### src/hw/rtl/kmnc_pkg.sv
// Shared types, constants and helper functions for the keyboard to MIDI note controller.
// Used by the controller, the datapath and the top level; depends on nothing else.
`timescale 1ns / 1ps
`default_nettype none

package kmnc_pkg;

  // Number of note keys, one bit per key in the held and sounding maps.
  localparam int unsigned NUM_KEYS = 18;

  // Message kinds on the output channel.
  localparam logic [1:0] MSG_NOTE_ON  = 2'd0;
  localparam logic [1:0] MSG_NOTE_OFF = 2'd1;
  localparam logic [1:0] MSG_CTRL     = 2'd2;
  localparam logic [1:0] MSG_REPORT   = 2'd3;

  // Which pending message the controller asks the datapath to send.
  localparam logic [1:0] SEL_FIRST  = 2'd0;
  localparam logic [1:0] SEL_SCAN   = 2'd1;
  localparam logic [1:0] SEL_CC     = 2'd2;
  localparam logic [1:0] SEL_REPORT = 2'd3;

  // Musical constants.
  localparam logic [6:0] SUSTAIN_CC = 7'd64;
  localparam logic [6:0] CC_MAX     = 7'd127;
  localparam logic [6:0] VEL_STEP   = 7'd10;
  localparam logic [6:0] VEL_FLOOR  = 7'd11;
  localparam logic [6:0] VEL_MIN    = 7'd1;
  localparam logic [6:0] VEL_RESET  = 7'd100;
  localparam logic [3:0] OCT_MAX    = 4'd8;
  localparam logic [3:0] OCT_RESET  = 4'd4;

  // Character codes of the control keys.
  localparam logic [7:0] KEY_OCT_DOWN = 8'h7A;  // z
  localparam logic [7:0] KEY_OCT_UP   = 8'h78;  // x
  localparam logic [7:0] KEY_VEL_DOWN = 8'h63;  // c
  localparam logic [7:0] KEY_VEL_UP   = 8'h76;  // v

  // Result of the note key lookup.
  typedef struct packed {
    logic       hit;
    logic [4:0] off;
  } key_map_t;

  // Commands from the controller to the datapath.
  typedef struct packed {
    logic       load;
    logic       emit;
    logic [1:0] sel;
  } ctl_cmd_t;

  // Status from the datapath to the controller.
  typedef struct packed {
    logic first_pend;
    logic scan_pend;
    logic cc_pend;
    logic out_room;
  } dp_status_t;

  // Map a typed character to its semitone offset above the base octave.
  function automatic key_map_t key_lookup(input logic [7:0] ch);
    key_map_t m;
    m.hit = 1'b1;
    m.off = 5'd0;
    case (ch)
      8'h61: m.off = 5'd0;   // a
      8'h77: m.off = 5'd1;   // w
      8'h73: m.off = 5'd2;   // s
      8'h65: m.off = 5'd3;   // e
      8'h64: m.off = 5'd4;   // d
      8'h66: m.off = 5'd5;   // f
      8'h74: m.off = 5'd6;   // t
      8'h67: m.off = 5'd7;   // g
      8'h79: m.off = 5'd8;   // y
      8'h68: m.off = 5'd9;   // h
      8'h75: m.off = 5'd10;  // u
      8'h6A: m.off = 5'd11;  // j
      8'h6B: m.off = 5'd12;  // k
      8'h6F: m.off = 5'd13;  // o
      8'h6C: m.off = 5'd14;  // l
      8'h70: m.off = 5'd15;  // p
      8'h3B: m.off = 5'd16;  // semicolon
      8'h27: m.off = 5'd17;  // apostrophe
      default: m.hit = 1'b0;
    endcase
    return m;
  endfunction

  // Note number for an offset above an octave, capped at the top of the MIDI range.
  function automatic logic [6:0] note_of(input logic [3:0] oct, input logic [4:0] off);
    logic [8:0] sum;
    sum = {2'b00, oct, 3'b000} + {3'b000, oct, 2'b00} + {4'b0000, off};
    return (sum > {2'b00, CC_MAX}) ? CC_MAX : sum[6:0];
  endfunction

endpackage

`default_nettype wire

### src/hw/rtl/kmnc_key_if.sv
// Input channel carrying one key event per transfer.
// Stand-alone interface; no package dependency.
`timescale 1ns / 1ps
`default_nettype none

interface kmnc_key_if;
  logic       valid;
  logic       ready;
  logic [7:0] char_code;
  logic       key_down;
  logic       is_tab;

  modport source (output valid, output char_code, output key_down, output is_tab,
                  input ready);
  modport sink   (input valid, input char_code, input key_down, input is_tab,
                  output ready);
endinterface

`default_nettype wire

### src/hw/rtl/kmnc_msg_if.sv
// Output channel carrying one MIDI-like message or event report per transfer.
// Stand-alone interface; no package dependency.
`timescale 1ns / 1ps
`default_nettype none

interface kmnc_msg_if;
  logic       valid;
  logic       ready;
  logic [1:0] msg_kind;
  logic [6:0] note_number;
  logic [6:0] msg_value;
  logic       handled;
  logic [3:0] octave_now;
  logic [6:0] velocity_now;
  logic       sustain_now;
  logic       last;

  modport source (output valid, output msg_kind, output note_number, output msg_value,
                  output handled, output octave_now, output velocity_now,
                  output sustain_now, output last, input ready);
  modport sink   (input valid, input msg_kind, input note_number, input msg_value,
                  input handled, input octave_now, input velocity_now,
                  input sustain_now, input last, output ready);
endinterface

`default_nettype wire

### src/hw/rtl/kmnc_datapath.sv
// Datapath: key state, per-event message bookkeeping and the output register.
// Depends on kmnc_pkg and kmnc_msg_if; driven by commands from kmnc_ctrl.
`timescale 1ns / 1ps
`default_nettype none

module kmnc_datapath
  import kmnc_pkg::*;
(
  input  wire logic       clk,
  input  wire logic       rst,
  input  wire logic [7:0] char_code,
  input  wire logic       key_down,
  input  wire logic       is_tab,
  input  wire ctl_cmd_t   cmd,
  output dp_status_t      status,
  kmnc_msg_if.source      msg_out
);

  // Persistent key state.
  logic [NUM_KEYS-1:0] keys_held;
  logic [NUM_KEYS-1:0] notes_sounding;
  logic [3:0]          base_octave;
  logic [6:0]          note_velocity;
  logic                sustain_on;

  // Messages still owed for the current event.
  logic                first_pend;
  logic [1:0]          first_kind;
  logic [6:0]          first_note;
  logic [6:0]          first_value;
  logic [NUM_KEYS-1:0] scan_mask;
  logic [3:0]          scan_oct;
  logic                cc_pend;
  logic                handled;

  // Output register.
  logic       out_valid;
  logic [1:0] out_kind;
  logic [6:0] out_note;
  logic [6:0] out_value;
  logic       out_handled;
  logic [3:0] out_octave;
  logic [6:0] out_velocity;
  logic       out_sustain;
  logic       out_last;

  // Next values of the key state and of the event bookkeeping.
  logic [NUM_KEYS-1:0] keys_held_next;
  logic [NUM_KEYS-1:0] notes_sounding_next;
  logic [3:0]          base_octave_next;
  logic [6:0]          note_velocity_next;
  logic                sustain_on_next;
  logic                first_pend_next;
  logic [1:0]          first_kind_next;
  logic [6:0]          first_note_next;
  logic [6:0]          first_value_next;
  logic [NUM_KEYS-1:0] scan_mask_next;
  logic [3:0]          scan_oct_next;
  logic                cc_pend_next;
  logic                handled_next;

  key_map_t            key;
  logic [NUM_KEYS-1:0] key_bit;
  logic [NUM_KEYS-1:0] rel_mask;
  logic [7:0]          vel_sum;
  logic [NUM_KEYS-1:0] scan_low;
  logic [4:0]          scan_idx;
  logic                out_room;

  assign key      = key_lookup(char_code);
  assign key_bit  = {{(NUM_KEYS-1){1'b0}}, 1'b1} << key.off;
  assign rel_mask = notes_sounding & ~keys_held;
  assign vel_sum  = {1'b0, note_velocity} + {1'b0, VEL_STEP};

  // Decode an accepted event into new state and the messages it owes.
  always_comb begin
    keys_held_next      = keys_held;
    notes_sounding_next = notes_sounding;
    base_octave_next    = base_octave;
    note_velocity_next  = note_velocity;
    sustain_on_next     = sustain_on;
    first_pend_next     = 1'b0;
    first_kind_next     = MSG_NOTE_ON;
    first_note_next     = note_of(base_octave, key.off);
    first_value_next    = 7'd0;
    scan_mask_next      = '0;
    scan_oct_next       = base_octave;
    cc_pend_next        = 1'b0;
    handled_next        = 1'b0;
    if (key.hit) begin
      handled_next = 1'b1;
      if (key_down) begin
        if ((keys_held & key_bit) == '0) begin
          keys_held_next      = keys_held | key_bit;
          notes_sounding_next = notes_sounding | key_bit;
          first_pend_next     = 1'b1;
          first_value_next    = note_velocity;
        end
      end else begin
        keys_held_next = keys_held & ~key_bit;
        if (!sustain_on) begin
          notes_sounding_next = notes_sounding & ~key_bit;
          first_pend_next     = 1'b1;
          first_kind_next     = MSG_NOTE_OFF;
        end
      end
    end else if (key_down) begin
      if (char_code == KEY_OCT_DOWN || char_code == KEY_OCT_UP) begin
        handled_next = 1'b1;
        if (char_code == KEY_OCT_DOWN) begin
          if (base_octave != 4'd0) base_octave_next = base_octave - 4'd1;
        end else begin
          if (base_octave < OCT_MAX) base_octave_next = base_octave + 4'd1;
        end
        // Release everything at the octave in force before the step.
        scan_mask_next      = notes_sounding;
        notes_sounding_next = '0;
        keys_held_next      = '0;
        if (sustain_on) begin
          sustain_on_next = 1'b0;
          cc_pend_next    = 1'b1;
        end
      end else if (char_code == KEY_VEL_DOWN) begin
        handled_next       = 1'b1;
        note_velocity_next = (note_velocity > VEL_FLOOR) ? note_velocity - VEL_STEP : VEL_MIN;
      end else if (char_code == KEY_VEL_UP) begin
        handled_next       = 1'b1;
        note_velocity_next = (vel_sum > {1'b0, CC_MAX}) ? CC_MAX : vel_sum[6:0];
      end else if (is_tab) begin
        handled_next     = 1'b1;
        sustain_on_next  = !sustain_on;
        first_pend_next  = 1'b1;
        first_kind_next  = MSG_CTRL;
        first_note_next  = SUSTAIN_CC;
        first_value_next = sustain_on ? 7'd0 : CC_MAX;
        // Sustain turning off releases notes whose keys are up.
        if (sustain_on) begin
          scan_mask_next      = rel_mask;
          notes_sounding_next = notes_sounding & ~rel_mask;
        end
      end
    end
  end

  // Lowest pending note of the release scan.
  always_comb begin
    scan_low = scan_mask & (~scan_mask + {{(NUM_KEYS-1){1'b0}}, 1'b1});
    scan_idx = 5'd0;
    for (int i = 0; i < NUM_KEYS; i++) begin
      if (scan_low[i]) scan_idx = scan_idx | 5'(i);
    end
  end

  assign out_room = !out_valid || msg_out.ready;

  assign status.first_pend = first_pend;
  assign status.scan_pend  = (scan_mask != '0);
  assign status.cc_pend    = cc_pend;
  assign status.out_room   = out_room;

  // Key state and event bookkeeping.
  always_ff @(posedge clk) begin
    if (rst) begin
      keys_held      <= '0;
      notes_sounding <= '0;
      base_octave    <= OCT_RESET;
      note_velocity  <= VEL_RESET;
      sustain_on     <= 1'b0;
      first_pend     <= 1'b0;
      scan_mask      <= '0;
      cc_pend        <= 1'b0;
    end else if (cmd.load) begin
      keys_held      <= keys_held_next;
      notes_sounding <= notes_sounding_next;
      base_octave    <= base_octave_next;
      note_velocity  <= note_velocity_next;
      sustain_on     <= sustain_on_next;
      first_pend     <= first_pend_next;
      scan_mask      <= scan_mask_next;
      cc_pend        <= cc_pend_next;
    end else if (cmd.emit) begin
      case (cmd.sel)
        SEL_FIRST:  first_pend <= 1'b0;
        SEL_SCAN:   scan_mask  <= scan_mask & ~scan_low;
        SEL_CC:     cc_pend    <= 1'b0;
        default:    ;
      endcase
    end
  end

  // Payload of the event bookkeeping.
  always_ff @(posedge clk) begin
    if (cmd.load) begin
      first_kind  <= first_kind_next;
      first_note  <= first_note_next;
      first_value <= first_value_next;
      scan_oct    <= scan_oct_next;
      handled     <= handled_next;
    end
  end

  // Output valid: set when a message is loaded, cleared once it is transferred.
  always_ff @(posedge clk) begin
    if (rst) begin
      out_valid <= 1'b0;
    end else if (cmd.emit) begin
      out_valid <= 1'b1;
    end else if (msg_out.ready) begin
      out_valid <= 1'b0;
    end
  end

  // Output payload. The report fields are zero on every message but the report.
  always_ff @(posedge clk) begin
    if (cmd.emit) begin
      out_handled  <= (cmd.sel == SEL_REPORT) ? handled : 1'b0;
      out_octave   <= (cmd.sel == SEL_REPORT) ? base_octave : 4'd0;
      out_velocity <= (cmd.sel == SEL_REPORT) ? note_velocity : 7'd0;
      out_sustain  <= (cmd.sel == SEL_REPORT) ? sustain_on : 1'b0;
      out_last     <= (cmd.sel == SEL_REPORT);
      case (cmd.sel)
        SEL_FIRST: begin
          out_kind  <= first_kind;
          out_note  <= first_note;
          out_value <= first_value;
        end
        SEL_SCAN: begin
          out_kind  <= MSG_NOTE_OFF;
          out_note  <= note_of(scan_oct, scan_idx);
          out_value <= 7'd0;
        end
        SEL_CC: begin
          out_kind  <= MSG_CTRL;
          out_note  <= SUSTAIN_CC;
          out_value <= 7'd0;
        end
        default: begin
          out_kind  <= MSG_REPORT;
          out_note  <= 7'd0;
          out_value <= 7'd0;
        end
      endcase
    end
  end

  assign msg_out.valid        = out_valid;
  assign msg_out.msg_kind     = out_kind;
  assign msg_out.note_number  = out_note;
  assign msg_out.msg_value    = out_value;
  assign msg_out.handled      = out_handled;
  assign msg_out.octave_now   = out_octave;
  assign msg_out.velocity_now = out_velocity;
  assign msg_out.sustain_now  = out_sustain;
  assign msg_out.last         = out_last;

  // A message is never loaded over one that has not been transferred.
  assert property (@(posedge clk) disable iff (rst) cmd.emit |-> out_room)
    else $error("message loaded while output register is full");

  // Every held key is also sounding.
  assert property (@(posedge clk) disable iff (rst) (keys_held & ~notes_sounding) == '0)
    else $error("held key without a sounding note");

  // The report closes the event only after all owed messages went out.
  assert property (@(posedge clk) disable iff (rst)
    cmd.emit && cmd.sel == SEL_REPORT |-> !first_pend && scan_mask == '0 && !cc_pend)
    else $error("report sent with messages still pending");

  // Each scan step retires exactly one note.
  assert property (@(posedge clk) disable iff (rst)
    cmd.emit && cmd.sel == SEL_SCAN |=>
      $countones(scan_mask) == $countones($past(scan_mask)) - 1)
    else $error("release scan did not retire one note");

  // Octave and velocity stay in range.
  assert property (@(posedge clk) disable iff (rst)
    base_octave <= OCT_MAX && note_velocity != 7'd0)
    else $error("octave or velocity out of range");

endmodule

`default_nettype wire

### src/hw/rtl/kmnc_ctrl.sv
// Controller: accepts key events and sequences the messages of each event.
// Depends on kmnc_pkg; commands kmnc_datapath through ctl_cmd_t and dp_status_t.
`timescale 1ns / 1ps
`default_nettype none

module kmnc_ctrl
  import kmnc_pkg::*;
(
  input  wire logic       clk,
  input  wire logic       rst,
  input  wire logic       in_valid,
  output logic            in_ready,
  input  wire dp_status_t status,
  output ctl_cmd_t        cmd
);

  localparam logic ST_IDLE = 1'b0;
  localparam logic ST_EMIT = 1'b1;

  logic state;
  logic state_next;

  assign in_ready = (state == ST_IDLE);

  // Pick the next owed message in order: first message, release scan,
  // sustain controller, then the closing report.
  always_comb begin
    state_next = state;
    cmd.load   = 1'b0;
    cmd.emit   = 1'b0;
    cmd.sel    = SEL_REPORT;
    if (status.first_pend)     cmd.sel = SEL_FIRST;
    else if (status.scan_pend) cmd.sel = SEL_SCAN;
    else if (status.cc_pend)   cmd.sel = SEL_CC;
    case (state)
      ST_IDLE: begin
        if (in_valid) begin
          cmd.load   = 1'b1;
          state_next = ST_EMIT;
        end
      end
      ST_EMIT: begin
        if (status.out_room) begin
          cmd.emit = 1'b1;
          if (cmd.sel == SEL_REPORT) state_next = ST_IDLE;
        end
      end
      default: state_next = ST_IDLE;
    endcase
  end

  always_ff @(posedge clk) begin
    if (rst) begin
      state <= ST_IDLE;
    end else begin
      state <= state_next;
    end
  end

  // Each event is closed by a report, after which a new event can be taken.
  assert property (@(posedge clk) disable iff (rst)
    cmd.emit && cmd.sel == SEL_REPORT |=> in_ready)
    else $error("controller did not return to idle after the report");

  // An accepted event always produces at least one message next.
  assert property (@(posedge clk) disable iff (rst) cmd.load |=> !in_ready)
    else $error("event accepted without sequencing its messages");

  // Load and emit never coincide.
  assert property (@(posedge clk) disable iff (rst) !(cmd.load && cmd.emit))
    else $error("load and emit in the same cycle");

endmodule

`default_nettype wire

### src/hw/rtl/keyboard_to_midi_note_controller_unit.sv
// Keyboard to MIDI note controller: turns key events into note, sustain and report messages.
// Top level; depends on kmnc_pkg, kmnc_key_if, kmnc_msg_if, kmnc_ctrl and kmnc_datapath.
//
// Each key event is first accepted and decoded, then its messages are loaded into the output
// register one by one, the closing report included: only the report for an event that owes
// nothing else, up to 20 messages for an octave step with all 18 notes sounding and sustain on.
// The output register takes one message per cycle while the message channel does not stall,
// as the controller walks the pending note-offs lowest first. A new event is accepted as soon
// as its predecessor's report sits in the output register, while that report still waits to be transferred.
`timescale 1ns / 1ps
`default_nettype none

module keyboard_to_midi_note_controller_unit
  import kmnc_pkg::*;
(
  input  wire logic clk,
  input  wire logic rst,
  kmnc_key_if.sink  key_in,
  kmnc_msg_if.source msg_out
);

  ctl_cmd_t   cmd;
  dp_status_t status;
  logic       in_ready;

  assign key_in.ready = in_ready;

  kmnc_ctrl u_ctrl (
    .clk      (clk),
    .rst      (rst),
    .in_valid (key_in.valid),
    .in_ready (in_ready),
    .status   (status),
    .cmd      (cmd)
  );

  kmnc_datapath u_datapath (
    .clk       (clk),
    .rst       (rst),
    .char_code (key_in.char_code),
    .key_down  (key_in.key_down),
    .is_tab    (key_in.is_tab),
    .cmd       (cmd),
    .status    (status),
    .msg_out   (msg_out)
  );

endmodule

`default_nettype wire

### src/flat_wrapper.sv
// flat-port wrapper written by rule: the top's interface ports become plain ports
module keyboard_to_midi_note_controller_unit_flat import kmnc_pkg::*;
  (clk, rst, key_in_valid, key_in_char_code, key_in_key_down, key_in_is_tab, key_in_ready, msg_out_valid, msg_out_msg_kind, msg_out_note_number, msg_out_msg_value, msg_out_handled, msg_out_octave_now, msg_out_velocity_now, msg_out_sustain_now, msg_out_last, msg_out_ready);
  kmnc_key_if key_in_i ();
  kmnc_msg_if msg_out_i ();
  input  wire logic clk;
  input  wire logic rst;
  input wire logic [$bits(key_in_i.valid)-1:0] key_in_valid;
  input wire logic [$bits(key_in_i.char_code)-1:0] key_in_char_code;
  input wire logic [$bits(key_in_i.key_down)-1:0] key_in_key_down;
  input wire logic [$bits(key_in_i.is_tab)-1:0] key_in_is_tab;
  output wire logic [$bits(key_in_i.ready)-1:0] key_in_ready;
  output wire logic [$bits(msg_out_i.valid)-1:0] msg_out_valid;
  output wire logic [$bits(msg_out_i.msg_kind)-1:0] msg_out_msg_kind;
  output wire logic [$bits(msg_out_i.note_number)-1:0] msg_out_note_number;
  output wire logic [$bits(msg_out_i.msg_value)-1:0] msg_out_msg_value;
  output wire logic [$bits(msg_out_i.handled)-1:0] msg_out_handled;
  output wire logic [$bits(msg_out_i.octave_now)-1:0] msg_out_octave_now;
  output wire logic [$bits(msg_out_i.velocity_now)-1:0] msg_out_velocity_now;
  output wire logic [$bits(msg_out_i.sustain_now)-1:0] msg_out_sustain_now;
  output wire logic [$bits(msg_out_i.last)-1:0] msg_out_last;
  input wire logic [$bits(msg_out_i.ready)-1:0] msg_out_ready;
  assign key_in_i.valid = key_in_valid;
  assign key_in_i.char_code = key_in_char_code;
  assign key_in_i.key_down = key_in_key_down;
  assign key_in_i.is_tab = key_in_is_tab;
  assign key_in_ready = key_in_i.ready;
  assign msg_out_valid = msg_out_i.valid;
  assign msg_out_msg_kind = msg_out_i.msg_kind;
  assign msg_out_note_number = msg_out_i.note_number;
  assign msg_out_msg_value = msg_out_i.msg_value;
  assign msg_out_handled = msg_out_i.handled;
  assign msg_out_octave_now = msg_out_i.octave_now;
  assign msg_out_velocity_now = msg_out_i.velocity_now;
  assign msg_out_sustain_now = msg_out_i.sustain_now;
  assign msg_out_last = msg_out_i.last;
  assign msg_out_i.ready = msg_out_ready;
  keyboard_to_midi_note_controller_unit u_core (.clk(clk), .rst(rst), .key_in(key_in_i), .msg_out(msg_out_i));
endmodule
### config.mk
export PLATFORM = sky130hd
export DESIGN_NAME = keyboard_to_midi_note_controller_unit_flat
export DESIGN_NICKNAME = d
export VERILOG_FILES = /design/src/hw/rtl/kmnc_pkg.sv /design/src/hw/rtl/kmnc_key_if.sv /design/src/hw/rtl/kmnc_msg_if.sv /design/src/hw/rtl/kmnc_datapath.sv /design/src/hw/rtl/kmnc_ctrl.sv /design/src/hw/rtl/keyboard_to_midi_note_controller_unit.sv /design/src/flat_wrapper.sv
export SDC_FILE = /design/constraint.sdc
export NUM_CORES = 1
export LEC_CHECK = 0
export BUFFER_PORTS_ARGS = -buffer_cell sky130_fd_sc_hd__clkbuf_2
export CAP_MARGIN = 10
export CORE_UTILIZATION = 61
export DETAILED_ROUTE_END_ITERATION = 6
export PLACE_DENSITY = 0.84
export SYNTH_ARGS = -nofsm -noshare
export SYNTH_HDL_FRONTEND = slang
export SYNTH_SLANG_ARGS = --single-unit
### constraint.sdc
create_clock -name clk -period 3.57 [get_ports clk]
set_input_delay 0.357 -clock clk [delete_from_list [all_inputs] [get_ports clk]]
set_output_delay 0.357 -clock clk [all_outputs]
set_load 0.02 [all_outputs]
=== Yosys cells after proc, flatten, opt, wreduce, memory -nomap -nowiden ===
Index checks and enable logic that the tools add are counted.

* Equality and inequality tests: 32
* $lt $le $gt $ge: 5
* Div/mod/pow operators: 0
* Multiply operators: 0
* Mux-type cells: 117
* Shift operators: 1
* Reduce and logical (&&, ||, !) cells: 29
* Add/subtract/negate cells: 9
* Bitwise logic cells: 17

{| class="wikitable"
|+ Operators by type and width
! operator !! number
|-
| 18-bit two-way mux || 25
|-
| 8-bit by 7-bit == test with 1-bit output (second input constant) || 20
|-
| 7-bit two-way mux || 21
|-
| 18-bit AND || 7
|-
| 18-bit inverter || 5
|-
| 5-bit one-hot mux with 17 select lines || 1
|-
| 4-bit two-way mux || 11
|-
| 1-bit two-way mux || 40
|-
| 18-bit OR || 2
|-
| 7-bit one-hot mux with 3 select lines || 1
|-
| 2-bit two-way mux || 10
|-
| 2-bit nonzero test || 10
|-
| 18-bit by 1-bit adder with 18-bit output (second input constant) || 1
|-
| 8-bit by 5-bit adder with 9-bit output || 2
|-
| 9-bit by 7-bit > comparator with 1-bit output (second input constant) || 2
|-
| 18-bit zero test || 1
|-
| 18-bit nonzero test || 1
|-
| 18-bit OR reduction || 1
|-
| 1-bit by 5-bit << shifter with 18-bit output (first input constant) || 1
|-
| 7-bit by 6-bit adder with 8-bit output || 2
|-
| 8-bit by 6-bit == test with 1-bit output (second input constant) || 2
|-
| 3-bit two-way mux || 4
|-
| 6-bit AND reduction || 2
|-
| 5-bit two-way mux || 2
|-
| other kinds (25) || 36
|}

* Bits in registers: 121
* Logic and storage cells: 233
* ROM bits: 0
* Memory bits (writable): 0
* Bits in latches: 0
* Output and inout bits: 32
* Memories kept: 0

=== Logic depth before layout (Yosys ltp) ===
Gate-level depths: netlist of the first run.

* Word-level depth: 24
* Depth in mapped cells: 12
* Depth with buffers taken out: 12

=== By module ===
Synthesis of the first run repeated with hierarchy kept, for this count alone.

* Cell total of the unflattened synthesis: 823
* Area total of the unflattened synthesis: 7399.6 um^2

{| class="wikitable"
|+ Modules (own cells, without submodules)
! module !! times used !! seq. area each (um^2) !! area an instance (um^2) !! cells an instance
|-
| kmnc_datapath || 1 || 2912.8 || 7323.3 || 813
|-
| kmnc_ctrl || 1 || 20.0 || 76.3 || 10
|}

=== Least setup slack after synthesis of the first run ===
Ideal clock, no wire load.

* Kind: register to register
* Start: reg u_core.u_datapath.scan_mask[9]
* End: reg u_core.u_datapath.out_note[1] (netlist: u_core.u_datapath.msg_out.note_number[1]), data pin
* Path buffers: 0
* Library setup time: 0.266 ns
* Arrival: 3.025 ns
* Stages on the path, launching flop included: 12
* Data required time: 3.304 ns
* Period minus slack after synthesis: 3.292 ns
* Setup slack: 0.278 ns
* Cells stage by stage: dfxtp_1 > nor4_1 > nand4b_1 > nor3_1 > fa_1 > fa_1 > a21o_1 > a21o_1 > a221oi_1 > o311ai_0 > nand2_1 > o21ai_0

* Longest elaborated chain between the ends: 16
* Elaborated cells on any way between the ends: 22
* Those cells by class: add/sub (2); order compare (1); eq/ne (2); mux (13); bitwise (2); reduce/logical (2)

{| class="wikitable"
|+ RTL lines
! element !! RTL line !! RTL
|-
| start, declared || kmnc_datapath.sv:31 || <nowiki>logic [NUM_KEYS-1:0] scan_mask;</nowiki>
|-
| start signal, assigned || kmnc_datapath.sv:179 || <nowiki>scan_mask <= scan_mask_next;</nowiki>
|-
| start signal, assigned || kmnc_datapath.sv:184 || <nowiki>SEL_SCAN: scan_mask <= scan_mask & ~scan_low;</nowiki>
|-
| 18-bit inverter || kmnc_datapath.sv:147 || <nowiki>scan_low = scan_mask & (~scan_mask + {{(NUM_KEYS-1){1'b0}}, 1'b1});</nowiki>
|-
| 18-bit by 1-bit adder with 18-bit output || kmnc_datapath.sv:147 ||
|-
| 18-bit AND || kmnc_datapath.sv:147 ||
|-
| 4-bit two-way mux (7 in a row) || kmnc_datapath.sv:150 || <nowiki>if (scan_low[i]) scan_idx = scan_idx | 5'(i);</nowiki>
|-
| 5-bit two-way mux (2 in a row) || kmnc_datapath.sv:150 ||
|-
| 8-bit by 5-bit adder with 9-bit output || kmnc_pkg.sv:92 || <nowiki>sum = {2'b00, oct, 3'b000} + {3'b000, oct, 2'b00} + {4'b0000, off};</nowiki>
|-
| 9-bit by 7-bit > comparator with 1-bit output || kmnc_pkg.sv:93 || <nowiki>return (sum > {2'b00, CC_MAX}) ? CC_MAX : sum[6:0];</nowiki>
|-
| 7-bit two-way mux || kmnc_pkg.sv:93 ||
|-
| 7-bit one-hot mux with 3 select lines (*) || kmnc_datapath.sv:221 || <nowiki>case (cmd.sel)</nowiki>
|-
| end signal, assigned || kmnc_datapath.sv:224 || <nowiki>out_note <= first_note;</nowiki>
|-
| end signal, assigned || kmnc_datapath.sv:229 || <nowiki>out_note <= note_of(scan_oct, scan_idx);</nowiki>
|-
| end, declared || kmnc_datapath.sv:39 || <nowiki>logic [6:0] out_note;</nowiki>
|}

Every way passes the cells marked *; elsewhere a longest branch is shown, timed or not.
A chain may end at the register's enable or synchronous reset.

=== Final worst setup path of the first run ===
* Start: reg u_core.u_datapath.scan_mask[1]
* End: reg u_core.u_datapath.out_note[1] (netlist: u_core.u_datapath.msg_out.note_number[1]), data pin

* Longest elaborated chain between the ends: 24
* Elaborated cells on any way between the ends: 30
* Those cells by class: add/sub (2); order compare (1); eq/ne (2); mux (21); bitwise (2); reduce/logical (2)

{| class="wikitable"
|+ RTL lines
! element !! RTL line
|-
| 18-bit inverter || kmnc_datapath.sv:147
|-
| 18-bit by 1-bit adder with 18-bit output || kmnc_datapath.sv:147
|-
| 18-bit AND || kmnc_datapath.sv:147
|-
| 1-bit two-way mux || kmnc_datapath.sv:150
|-
| 2-bit two-way mux (2 in a row) || kmnc_datapath.sv:150
|-
| 3-bit two-way mux (4 in a row) || kmnc_datapath.sv:150
|-
| 4-bit two-way mux (8 in a row) || kmnc_datapath.sv:150
|-
| 5-bit two-way mux (2 in a row) || kmnc_datapath.sv:150
|-
| 8-bit by 5-bit adder with 9-bit output || kmnc_pkg.sv:92
|-
| 9-bit by 7-bit > comparator with 1-bit output || kmnc_pkg.sv:93
|-
| 7-bit two-way mux || kmnc_pkg.sv:93
|-
| 7-bit one-hot mux with 3 select lines (*) || kmnc_datapath.sv:221
|}

Marks and branches as above.

==> results of run 1 <==
==> cell usage after synthesis (19+ instances only) <==
cell type,count
o21ai_0,55
dfxtp_1,70
nand2_1,80
nand3_1,36
a21oi_1,63
inv_1,36
and3_1,19
ha_1,20
o22ai_1,22
nor2_1,49
edfxtp_1,51
clkbuf_1,42
==> per-stage QoR <==
stage	area, um^2	utilization	power [uW]	TNS [ns]	cells
after global routing	8000	0.725	3490	-0.000705	992
after global placement	7430	0.674	1860	0	960
after detailed placement	7430	0.674	1880	0	960
after floorplan	7020	-	1770	0	799
final	8000	0.725	3390	0	992
after CTS	7970	0.722	3390	0	992
==> critical path, cell delays in order, from the launching register on <==
cell and delay, ns:
dfxtp_1 0.36, nor4_2 0.34, nand2_1 0.16, a21oi_1 0.20, fa_1 0.46, ha_1 0.24
fa_1 0.41, a21o_1 0.19, a21o_1 0.20, a221oi_2 0.20, o311ai_0 0.18, nand2_1 0.12
o21ai_0 0.08
==> where the power goes <==
| part | internal, uW | leakage [uW] | switching (uW) | total, uW |
|---|---|---|---|---|
| clock | 897 | 0.000247 | 635 | 1530 |
| combinational | 101 | 0.00176 | 230 | 330 |
| sequential | 1500 | 0.00105 | 23.3 | 1530 |
| total | 2500 | 0.00305 | 888 | 3390 |
==> worst paths after layout <==
check,slack (ns),to
worst max-delay path,0.15,u_core.u_datapath.msg_out.note_number[1]
worst max register to register,0.15,u_core.u_datapath.msg_out.note_number[1]
worst min register to register,0.48,u_core.u_datapath.scan_mask[7]
worst min-delay path,0.23,u_core.u_datapath.msg_out.valid
==> metal layers <==
metal	GRT usage	share of wire	vias to the layer above
li1	-	-	3059
met3	0.0855	0.11	72
met5	0	0	-
met2	0.539	0.46	441
met4	0.167	0.038	0
met1	0.453	0.40	3135
==> area by class of cell <==
| cell class | instances | area (um^2) | share of cell area |
|---|---|---|---|
| well taps | 140 | 175 | 0.0219 |
| repair buffers | 77 | 465 | 0.0582 |
| multi-input cells | 584 | 3750 | 0.469 |
| clock inverters | 12 | 78.8 | 0.00986 |
| clock buffers | 20 | 447 | 0.0559 |
| inverters | 38 | 143 | 0.0178 |
| flip-flops and latches | 121 | 2930 | 0.367 |
==> repair_timing <==
item                                    4_1_cts  5_1_grt
pin swaps                                     0        1
endpoints found under the setup margin        1        2
gates resized for setup                       1        5
cloned                                        0        0
==> cell families after synthesis <==
family	count (synthesis)
buffers and inverters	94
XOR/XNOR	9
adder cells (fa/ha/maj)	27
AND/OR/NAND/NOR	286
multiplexers	4
AO/OA/AOI/OAI	258
flip-flops	121
==> impl_results.md, run 1 <==
* Result of the run: finished clean
* Core box area at 11000 um^2
* Number of H-tree levels at 4
* Highest clock frequency the design can meet at 293 MHz
* Cell count after synthesis at 799
* Post-synth EDFFs at 51
* Largest net degree at the start of global routing at 51
* Most used cells in the layout excluding fill and tap cells: 80 x nand2_1, 70 x dfxtp_1, 63 x a21oi_1
* Async set-or-reset flop fraction in the synthesized netlist at 0
* Total GRT Usage at 0.347
* Reported leakage power at 0.00305 uW
* Post-synthesis net count at 840
* Routed vias/inst at 6.76
* Share of synthesized cell area in full adder, half adder and majority cells at 0.0556
* Floorplan die area at 11900 um^2
* Part of the Yosys area used for sequential elements at 0.418
* Layout Skew at 0.00819 ns
* Final worst-path cycle share at 0.957
* Yosys warnings at 0
* Total of max-cap violations at 0
* Most common library cell in the layout ignoring fill and taps: nand2_1
* Worst hold path class: in2reg
* Total gr overflow at 0
* Ranking of synthesized cells by area: edfxtp_1 22%, dfxtp_1 20%, a21oi_1 4.5%, nand2_1 4.3%, o21ai_0 3.9%
* Final count of pins violating max slew at 0
* Startpoint of the worst hold path: msg_out_ready
* Maximum number of buffers from clock root to sink at 2
* DR WL/cell at 19.8 um
* Number of sinks on the clock net at 121
* Avg Synthesized Cell Area at 8.79 um^2
* Hold path depth at 3
* Count of endpoints failing setup in the final report at 0
* Final weighted congestion in routability-driven placement at 0.956
* Combinational family with the most area after synthesis: compound AO/OA/AOI/OAI gates
* Classification of the worst setup path: reg2reg
* Rows at 38
* TritonCTS clock tree: yes
* Seq cells post-synth at 121
* Die height at 109 um
* Fraction of final layout cells with drive strength greater than 1 at 0.155
* DIE WIDTH at 109 um
* Slew HR at 0.240
* Number of top-level pins at 46
* Timing startpoint of the critical path: u_core.u_datapath.scan_mask[1]
* Slew at the pin closest to its max-slew limit at 1.14 ns
* Number of DRC violations after detailed routing at 0
* Detailed-routing iteration count for the pre-antenna-repair pass at 5
* ANT cells at 0
* Distinct cells, synth at 69
* Area share of the leading cell type in the synthesized netlist at 0.218
* Critical Path RT at 3.73 ns
* Antenna viol nets, final at 0
* Main flop type after synthesis: dfxtp_1
* Post-Synth XOR/XNOR Area at 0.0112
* Critical R2R Launch: u_core.u_datapath.scan_mask[1]
* Summed instance area of the synthesized netlist at 7020 um^2
* CP endpoint kind: flop
* Detailed-route wire length at 19600 um
* Final period demand of the worst path at 3.42 ns
* # hold bufs at CTS at 0
* Final layout net count at 880
* # Post-CTS Setup Buffers at 0
* Share of synthesized cell area in and, or, nand and nor gates at 0.209
* Top cell type by total area after synthesis: edfxtp_1
* Global-route wire length before repair at 31200 um
* Highest fanout seen on the critical path at 6
* CTS Root Cell: clkbuf_16
* Fillers at 831
* Worst setup margin at 0.154 ns
* Clk_lat worst skew at 0.43 ns
* Port buffer count at 45
* Effective utilization at floorplan at 0.636
* Number of DRC violations after detailed-routing iteration 0 at 1004
* Worst Setup Slack post-DPL at 0.0450 ns
* Synthesized-area fraction occupied by ao, oa, aoi and oai cells at 0.248
* Reg clk slew, reported paths at 0.06 ns
* Crit path arrival time at 3.57 ns
* Worst hold-check slack at 0.234 ns
* Vias in the first global route at 6189
* Detailed-placement wirelength estimate at 13400 um
* Endpoints failing hold at 0
* Reg2Reg Depth at 12
* Power density cells at 424 nW/um^2
* Layout overhead on the synthesized area at 13.9%
* Number of buffers created by CTS at 17
* Portion of netlist area occupied by mux cells at 0.00570
* Worst VDD drop at 0.308 mV
* Initial antenna violation count at 0
* Count of vias placed by the detailed router at 6707
* Category of the worst setup path launch point: flop
Power figures use the tool's default switching activity.
==> inputs of run 2 (changes only) <==
Settings changed: ABC_CLOCK_PERIOD_IN_PS set to 3570, PLACE_DENSITY 0.84 to 0.8.
==> impl_results.md, run 2 (synthesis results as in run 1) <==
* Layout overhead on the synthesized area at 15.2%
* Total GRT Usage at 0.349 (+0.00212)
* Highest clock frequency the design can meet at 294 MHz (+0.56%)
* Crit path arrival time at 3.56 ns (about the same)
* Rows at 38 (unchanged)
* Initial antenna violation count at 0 (unchanged)
* Most common library cell in the layout ignoring fill and taps: nand2_1
* Detailed-routing iteration count for the pre-antenna-repair pass at 6 (+1)
* Cell-by-cell listing of the critical path: or3_1 > nor2_1 > a21oi_1 > fa_1 > ha_1 > fa_1 > a21o_1 > a21o_1 > a221oi_2 > o311ai_0 > nand2_1 > o21ai_0
* Power density cells at 460 nW/um^2 (+8.5%)
* Final period demand of the worst path at 3.40 ns (-0.0189 ns)
* Final count of pins violating max slew at 0 (unchanged)
* Design Area, Final at 8090 um^2 (+1.2%)
* Number of top-level pins at 46 (unchanged)
* Detailed-route wire length at 20100 um (+2.7%)
* Category of the worst setup path launch point: flop
* Buf+Inv Stages, Crit Path at 0 (unchanged)
* ANT cells at 0 (unchanged)
* Largest stage delay, worst path at 0.50 ns (+0.04 ns)
* TritonCTS clock tree: yes
* Fillers at 820 (-1.3%)
* Final layout net count at 879 (-0.11%)
* Effective utilization at floorplan at 0.636 (unchanged)
* Critical Path RT at 3.73 ns (about the same)
* Core box area at 11000 um^2 (unchanged)
* # Post-CTS Setup Buffers at 0 (unchanged)
* Reported leakage power at 0.00312 uW (+2.2%)
* Final weighted congestion in routability-driven placement at 0.943 (-1.4%)
* Global-route wire length before repair at 31300 um (+0.29%)
* Slew at the pin closest to its max-slew limit at 1.19 ns (+0.0512 ns)
* Floorplan die area at 11900 um^2 (unchanged)
* Detailed-placement wirelength estimate at 14000 um (+4.5%)
* Number of DRC violations after detailed-routing iteration 0 at 778 (-23%)
* Highest fanout seen on the critical path at 6 (unchanged)
* DIE WIDTH at 109 um (unchanged)
* Number of DRC violations after detailed routing at 0 (unchanged)
* Endpoints failing hold at 0 (unchanged)
* Routed vias/inst at 6.75 (-0.14%)
* CP endpoint kind: flop
* Slew HR at 0.205 (-0.0342)
* Number of sinks on the clock net at 121 (unchanged)
* Total of max-cap violations at 0 (unchanged)
* Most used cells in the layout excluding fill and tap cells: 80 x nand2_1, 70 x dfxtp_1, 63 x a21oi_1
* Final worst-path cycle share at 0.952 (-0.00529)
* Placed inst area at 7430 um^2 (-0.10%)
* Final TNS setup at 0 ns (unchanged)
* Die height at 109 um (unchanged)
* Number of H-tree levels at 4 (unchanged)
* Critical path's top delay family: adder cells
* Port buffer count at 45 (unchanged)
* Layout Skew at 0.00725 ns (-0.000944 ns)
* Fraction of final layout cells with drive strength greater than 1 at 0.155 (+0.000182)
* Largest net degree at the start of global routing at 50 (-2.0%)
* Number of buffers created by CTS at 17 (unchanged)
* CTS Root Cell: clkbuf_16
* Worst hold path class: in2reg
* Antenna viol nets, final at 0 (unchanged)
* Total gr overflow at 0 (unchanged)
* Worst VDD drop at 0.576 mV (+87%)
* Vias in the first global route at 6113 (-1.2%)
* Maximum number of buffers from clock root to sink at 2 (unchanged)
* # hold bufs at CTS at 0 (unchanged)
* Result of the run: finished clean
* Slowest cell on the critical path: or3_1
* Reg clk slew, reported paths at 0.06 ns (about the same)
* Clk_lat worst skew at 0.43 ns (about the same)
* Count of vias placed by the detailed router at 6691 (-0.24%)
* Count of endpoints failing setup in the final report at 0 (unchanged)
* DR WL/cell at 20.3 um (+2.8%)
* Classification of the worst setup path: reg2reg
run 2: changes by cell type in the layout (fill, tap and decap cells not counted), sizes merged:
cell / delta
clkinv: +1
bufinv: +4
clkbuf: -1
buf: -1
clkinvlp: -4
run 2: per-layer routing:
metal  GRT usage  vias up  share of wire
li1            -     3059              -
met3      0.0765       76           0.10
met4       0.151        0          0.038
met2       0.555      432           0.46
met1       0.457     3124           0.40
met5           0        -              0
run 2: cell type report:
class / instances / area, um^2 / area share
clock buffer: 19 / 443 / 0.0548
clock inverter: 13 / 195 / 0.0241
inverter: 38 / 143 / 0.0176
multi-input combinational: 584 / 3740 / 0.463
sequential: 121 / 2930 / 0.363
tap: 140 / 175 / 0.0217
timing repair buffer: 76 / 458 / 0.0566
run 2: worst min-delay path, stage by stage:
cell,delay [ns]
clkbuf_2,0.09
nor2_1,0.10
a211oi_1,0.05
run 2: per-stage QoR:
| step | cells | hold WS [ns] | total power, uW | setup WS, ns | util |
|---|---|---|---|---|---|
| after global routing | 991 | 0.242 | 3810 | -0.0000262 | 0.733 |
| after floorplan | 799 | 0.444 | 1770 | 0.278 | - |
| after detailed placement | 959 | 0.484 | 1880 | 0.102 | 0.673 |
| after global placement | 959 | 0.469 | 1870 | 0.219 | 0.673 |
| after CTS | 991 | 0.226 | 3700 | 0.0838 | 0.731 |
| final | 991 | 0.218 | 3720 | 0.173 | 0.733 |
run 2: report_power, final:
group,internal [uW],switching [uW],total (uW)
sequential,1500,24.6,1530
clock,1190,663,1860
combinational,102,233,335
run 2: path summary, 6_finish.rpt:
path                            cells past startpoint                                  endpoint  slack (ns)                       startpoint
worst max-delay path                               12  u_core.u_datapath.msg_out.note_number[1]        0.17  u_core.u_datapath.scan_mask[13]
worst min-delay path                                3                       u_core.u_ctrl.state        0.22                     key_in_valid
worst max register to register                     12  u_core.u_datapath.msg_out.note_number[1]        0.17  u_core.u_datapath.scan_mask[13]
worst min register to register                      2           u_core.u_datapath.scan_mask[15]        0.49                             flop
run 2: timing repair:
action                                 CTS  global route
setup endpoints to repair                0             2
resized for setup                        0             4
endpoints found under the hold margin    0             0
